**src/rtl/bdnm_pkg.sv**
```systemverilog
// ----------------------------------------------------------------------------
// bdnm_pkg: shared types and constants of the descriptor matcher
// Field structs, action and register codes, sizes and the 64-bit popcount.
// ----------------------------------------------------------------------------
package bdnm_pkg;

  localparam int MAX_REFS   = 1024;
  localparam int DESC_WORDS = 4;
  localparam int WORD_W     = 64;
  localparam int ENTRY_W    = $clog2(MAX_REFS);
  localparam int COUNT_W    = 11;
  localparam int WSEL_W     = 2;
  localparam int DIST_W     = 9;
  localparam int POP_W      = 7;
  localparam int COORD_W    = 16;
  localparam int POINT_W    = 4 * COORD_W;
  localparam int CFG_IDX_W  = 2;
  localparam int CFG_DATA_W = 11;

  localparam logic [1:0] ACT_LOAD_WORD  = 2'd0;
  localparam logic [1:0] ACT_LOAD_POINT = 2'd1;
  localparam logic [1:0] ACT_QUERY      = 2'd2;

  localparam logic [CFG_IDX_W-1:0] CFG_REF_COUNT    = 2'd0;
  localparam logic [CFG_IDX_W-1:0] CFG_SEARCH_LIMIT = 2'd1;
  localparam logic [CFG_IDX_W-1:0] CFG_MATCH_THRESH = 2'd2;

  localparam logic [DIST_W-1:0]  SEARCH_LIMIT_RST = 9'd128;
  localparam logic [DIST_W-1:0]  MATCH_THRESH_RST = 9'd80;
  localparam logic [COUNT_W-1:0] MAX_REFS_C       = COUNT_W'(MAX_REFS);
  localparam logic [WSEL_W-1:0]  LAST_WORD        = WSEL_W'(DESC_WORDS - 1);

  typedef struct packed {
    logic [1:0]                action;
    logic [ENTRY_W-1:0]        entry_index;
    logic [WSEL_W-1:0]         word_index;
    logic [WORD_W-1:0]         word_data;
    logic [COORD_W-1:0]        pixel_x;
    logic [COORD_W-1:0]        pixel_y;
    logic signed [COORD_W-1:0] normal_x;
    logic signed [COORD_W-1:0] normal_y;
  } item_t;

  typedef struct packed {
    logic                      matched;
    logic [ENTRY_W-1:0]        best_index;
    logic [DIST_W-1:0]         best_distance;
    logic [COORD_W-1:0]        match_pixel_x;
    logic [COORD_W-1:0]        match_pixel_y;
    logic signed [COORD_W-1:0] match_normal_x;
    logic signed [COORD_W-1:0] match_normal_y;
  } result_t;

  // controller -> datapath
  typedef struct packed {
    logic issue;
    logic fetch;
    logic emit;
  } cmd_t;

  // datapath -> controller
  typedef struct packed {
    logic query_end;
    logic issue_done;
    logic pipe_busy;
  } status_t;

  // SWAR popcount: pair, nibble, byte sums, then fold the bytes
  function automatic logic [POP_W-1:0] pop64(input logic [WORD_W-1:0] v);
    logic [WORD_W-1:0] a;
    logic [WORD_W-1:0] b;
    logic [WORD_W-1:0] c;
    logic [WORD_W-1:0] d;
    logic [WORD_W-1:0] e;
    logic [WORD_W-1:0] f;
    a = v - ((v >> 1) & 64'h5555_5555_5555_5555);
    b = (a & 64'h3333_3333_3333_3333) + ((a >> 2) & 64'h3333_3333_3333_3333);
    c = (b + (b >> 4)) & 64'h0F0F_0F0F_0F0F_0F0F;
    d = c + (c >> 8);
    e = d + (d >> 16);
    f = e + (e >> 32);
    return f[POP_W-1:0];
  endfunction

endpackage

```
**src/rtl/bdnm_ctrl.sv**
```systemverilog
// ----------------------------------------------------------------------------
// bdnm_ctrl: scan sequencer
// Runs a query through scan, pipeline drain, point fetch and result emit.
// ----------------------------------------------------------------------------
module bdnm_ctrl (
  input  logic               clk,
  input  logic               rst,
  input  bdnm_pkg::status_t  status,
  output bdnm_pkg::cmd_t     cmd,
  output logic               busy,
  output logic               done
);

  typedef enum logic [4:0] {
    S_IDLE  = 5'b00001,
    S_SCAN  = 5'b00010,
    S_DRAIN = 5'b00100,
    S_FETCH = 5'b01000,
    S_EMIT  = 5'b10000
  } state_t;

  state_t state;
  state_t state_next;

  always_comb begin
    state_next = state;
    cmd        = '0;
    case (state)
      S_IDLE: begin
        if (status.query_end) state_next = S_SCAN;
      end
      S_SCAN: begin
        cmd.issue = 1'b1;
        if (status.issue_done) state_next = S_DRAIN;
      end
      S_DRAIN: begin
        if (!status.pipe_busy) state_next = S_FETCH;
      end
      S_FETCH: begin
        cmd.fetch  = 1'b1;
        state_next = S_EMIT;
      end
      S_EMIT: begin
        cmd.emit   = 1'b1;
        state_next = S_IDLE;
      end
      default: state_next = S_IDLE;
    endcase
  end

  always_ff @(posedge clk) begin
    if (rst) begin
      state <= S_IDLE;
      done  <= 1'b0;
    end else begin
      state <= state_next;
      done  <= (state == S_EMIT);
    end
  end

  assign busy = (state != S_IDLE);

  a_done_after_emit: assert property (@(posedge clk) disable iff (rst)
    done |-> $past(state == S_EMIT))
    else $error("result strobe without emit");

  a_query_goes_busy: assert property (@(posedge clk) disable iff (rst)
    (status.query_end && state == S_IDLE) |=> busy)
    else $error("query end did not start a scan");

endmodule

```
**config.mk**
```make
export PLATFORM = sky130hd
export DESIGN_NAME = bdnm_ctrl
export DESIGN_NICKNAME = d
export VERILOG_FILES = /design/src/rtl/bdnm_pkg.sv /design/src/rtl/bdnm_ctrl.sv
export SDC_FILE = /design/constraint.sdc
export NUM_CORES = 1
export LEC_CHECK = 0
export ABC_AREA = 1
export BUFFER_PORTS_ARGS = -buffer_cell sky130_fd_sc_hd__clkbuf_2
export CORE_AREA = 3 3 40 42
export DETAILED_ROUTE_END_ITERATION = 7
export DIE_AREA = 0 0 43 45
export PLACE_DENSITY = 0.46
export SLEW_MARGIN = 10
export SYNTH_ARGS = -nofsm -noshare
export SYNTH_HDL_FRONTEND = slang
export SYNTH_SLANG_ARGS = --single-unit
```
**constraint.sdc**
```tcl
create_clock -name clk -period 1 [get_ports clk]
set_input_delay 0.05 -clock clk [delete_from_list [all_inputs] [get_ports clk]]
set_output_delay 0.05 -clock clk [all_outputs]
set_load 0.05 [all_outputs]
```
### Yosys cells after proc, flatten, opt, wreduce, memory -nomap -nowiden

Cells that the tools add are included.

* bits in read-only memories: 0
* output and inout port bits: 5
* input bits: 5
* bits in writable memories: 0
* latch bits: 0
* register bits after elaboration: 6
* logic and storage cells: 19
* memories kept: 0

* $add $sub $neg: 0
* muxes and demuxes: 7
* equality and inequality tests: 9
* order comparisons: 0
* shifts and indexed selects: 0
* divide/modulo/power cells: 0
* bitwise operators: 0
* reduce and logical (&&, ||, !) cells: 1
* $mul: 0

Operators with widths (count)
* $pmux 5 s4: 1
* $mux 5: 3
* $ne 2x2->1 const B: 3
* $eq 5x1->1 const B: 1
* $eq 5x2->1 const B: 1
* $eq 5x3->1 const B: 1
* $eq 5x4->1 const B: 1
* $eq 5x5->1 const B: 1
* $ne 5x1->1 const B: 1
* $mux 1: 3
* $reduce_and 3->1: 1

### Logic depth before layout (Yosys ltp)

* depth after elaboration: 3
* depth in mapped cells: 6
* gate-level depth less buffers: 6

### Worst setup path after synthesis

Ideal clock, no wire load.

* path type: register to output
* from: register state[2]
* to: output port cmd[0] in the netlist's numbering
* path slack: -651 ps
* cell stages (with the launch flop): 4
* arrival: 1601 ps
* data required time: 950 ps
* buffers on the path: 0
* path through: dfxtp_1 nor2_4 inv_1 nor3_1

RTL lines
* start: declaration: line bdnm_ctrl.sv:22 `state_t state;`
* start signal: assignment: line bdnm_ctrl.sv:56 `state <= state_next;`
* end: declaration: line bdnm_ctrl.sv:9 `output bdnm_pkg::cmd_t cmd,`

### Final worst setup path

* from: register state[3]
* to: output port busy

* longest elaborated chain between the ends: 1

Ends and longest elaborated chain
* $ne 5x1->1: line bdnm_ctrl.sv:61 `assign busy = (state != S_IDLE);`
* end: declaration: line bdnm_ctrl.sv:10 `output logic busy,`

No other way between the ends.

==> summary.txt <==
Worst hold path
  • Hold Crit Class: in -> reg
  • Hold Path Stages: 2

Power
  • Power, Total: 1.815 mW
  • Cell area power density: 2954 nW/um2
  • Max rail drop VDD: 1.466 mV
  • LEAKAGE: 0.2829 nW

Critical path
  • Flop2flop setup slack: -110 ps
  • Worst path max stage delay: 340 ps
  • Crit path required time: 950 ps
  • CP startpoint kind: flip-flop
  • CP Cell Sequence: nor2_4, buf_4, nand3_4, buf_8
  • Buf/Inv on CP: 2
  • Worst R2R Path Depth: 6
  • Crit end category: output port
  • Slowest-stage cell, CP: dfxtp_2
  • CP arrival: 1170 ps
  • Crit Path Max Fanout: 5
  • Worst setup path class: reg -> out
  • Delay-heaviest family, CP: flip-flops
  • Critical path depth: 4

CTS
  • CTS Sinks: 6
  • Htree depth: 1
  • Cts bufs inserted: 3
  • Clock tree root driver cell: clkbuf_4
  • Max clock buf depth: 2
  • Clk slew on worst S/H paths: 50 ps
  • CTS tree: yes
  • Latest clock arrival within the worst-skew pair: 250 ps

Route
  • Pre-antenna DRT Iters: 4
  • Routed Antenna Nets: 0
  • DR WL/cell: 10.84 um
  • Initial DRC count: 17
  • Vias per cell: 4.620
  • Detailed Route WL: 856 um
  • Via count: 365
  • Remaining DRCs: 0

Timing
  • Final setup viols: 8
  • Final clock skew: 6.594 ps
  • Final Max Slew Viols: 0
  • Fin worst setup slack: -215.0 ps
  • Hold Vio Cnt, Final: 0
  • RSZ-0062 raised after global routing: yes
  • Period minus WS final: 1215 ps
  • Maximum clock frequency: 0.8230 GHz
  • Slew HR: 81.82%
  • Final worst path period share: 121.5%
  • Least-Margin Pin Slew: 273.8 ps
  • Worst hold slack: 30.43 ps

Finish
  • Ant. Diodes: 0
  • Area Overhead vs Synth: 96.40%
  • NumNets Final: 70
  • Layout cells sized above 1: 71.88%
  • Fill count: 123
  • Core Util, Final: 47.81%

Synth
  • Largest area contributor in the netlist: dfxtp_1
  • Top post-synthesis cells by count: 10 x inv_1, 6 x dfxtp_1, 6 x nand3_1
  • Post-Syn Area: 312.8 um2
  • Number of synthesized register bits: 6
  • Post-synth EDFFs: 0
  • Ys flop type: dfxtp_1
  • Ys async rst share: 0%
  • Gate count of the mapped netlist: 42
  • Synth top area cells: dfxtp_1 38%, inv_1 12%, nor2_2 10%, nand3_1 9.6%, nand4_1 8.0%
  • Top-area cell type share of the netlist area: 38.40%
  • Count leader, synth: inv_1
  • Netlist cell types: 12
  • Synthesis warning total: 0
  • Synthesized area per cell: 7.448 um2
  • Post-Syn Nets: 47
  • Sequential share of the synthesized area: 38.40%

Global route
  • Initial antenna violation count: 0
  • Global router's overall resource usage: 10.42%
  • Global-route wire length before repair: 1449 um
  • Number of global-route vias before repair: 358
  • Largest net degree at the start of global routing: 7
  • Gr ovfl total: 0

Die
  • Num rows: 13
  • Ports: 10
  • Initial Util: 24.34%
  • Die area: 1935 um2
  • Die H: 45 um
  • Core area: 1285 um2
  • Die X: 43 um

Outcome
  • Status: finished, violations left
  • Failing checks: negative setup slack

Placed design
  • Final GP Congestion: 0.7616
  • Worst slack, placed: -35.01 ps
  • Final HPWL DP: 651.8 um
  • I/O Buffers: 9

Flow run
  • Maximum capacitance violations: 0
## cells in the final DEF, fill, tap and decap left out, drive strengths merged
cell type,n
clkbuf,10
clkinvlp,1
inv,10
nor3,2
nor4,1
nand4,5
nand3,7
buf,12
dfxtp,6
nor2,10
## cell families after synthesis
| group | after synthesis | synth area share (%) |
|---|---|---|
| AND/OR/NAND/NOR | 25 | 48.40 |
| flip-flops | 6 | 38.40 |
| buffers and inverters | 11 | 13.20 |
## worst reg2reg max path, stage by stage (launching register included)
cell and delay [ps]:
dfxtp_4 350, nor2_4 130, buf_6 110, nand4_1 170, nand3_4 180, nor2_2 50
nor2_2 60
## through the flow
stage	area, um2	setup TNS (ps)	cells
after detailed placement	475.5	-145.4	71
after global placement	475.5	-164.4	71
after CTS	568.0	-1090	77
after global routing	614.3	-1765	79
after floorplan	374.1	-110.5	42
final	614.3	-1104	79
## report_power, final
| group | switching (mW) | total [mW] | leakage [nW] | internal [mW] |
|---|---|---|---|---|
| clock | 0.0969 | 0.249 | 0.0150 | 0.152 |
| combinational | 0.659 | 1.16 | 0.217 | 0.498 |
| sequential | 0.0819 | 0.410 | 0.0511 | 0.328 |
## registers in the layout, indices dropped and copies added (netlist names)
name   cells
state      5
done       1
## repair_timing
action,CTS,global route
gates resized for setup,13,8
pin swaps,2,3
hold buffers,0,0
buffers inserted,3,2
endpoints found under the setup margin,8,10
## final timing paths
kind	startpoint	end
min reg2reg	state[1]	done
min	rst	state[4]
max	state[3]	busy
max reg2reg	state[1]	state[2]
## area by class of cell
| cell class | instances | area (um2) | area share [%] |
|---|---|---|---|
| clock buffers | 4 | 26.28 | 4.277 |
| inverters | 11 | 47.55 | 7.739 |
| multi-input cells | 25 | 231.5 | 37.68 |
| flip-flops and latches | 6 | 131.4 | 21.38 |
| well taps | 15 | 18.77 | 3.055 |
| repair buffers | 18 | 158.9 | 25.87 |
## per-layer routing
layer,vias to the layer above,part of all wire (%),track usage [%],routed length (um)
met5,-,0,0,0
met4,0,0.47,3.614,4
met3,2,8.3,6.375,71
met2,15,54,16.17,458
met1,166,38,11.84,322
li1,182,-,-,-
No activity file was read; power rests on OpenSTA's default activity.
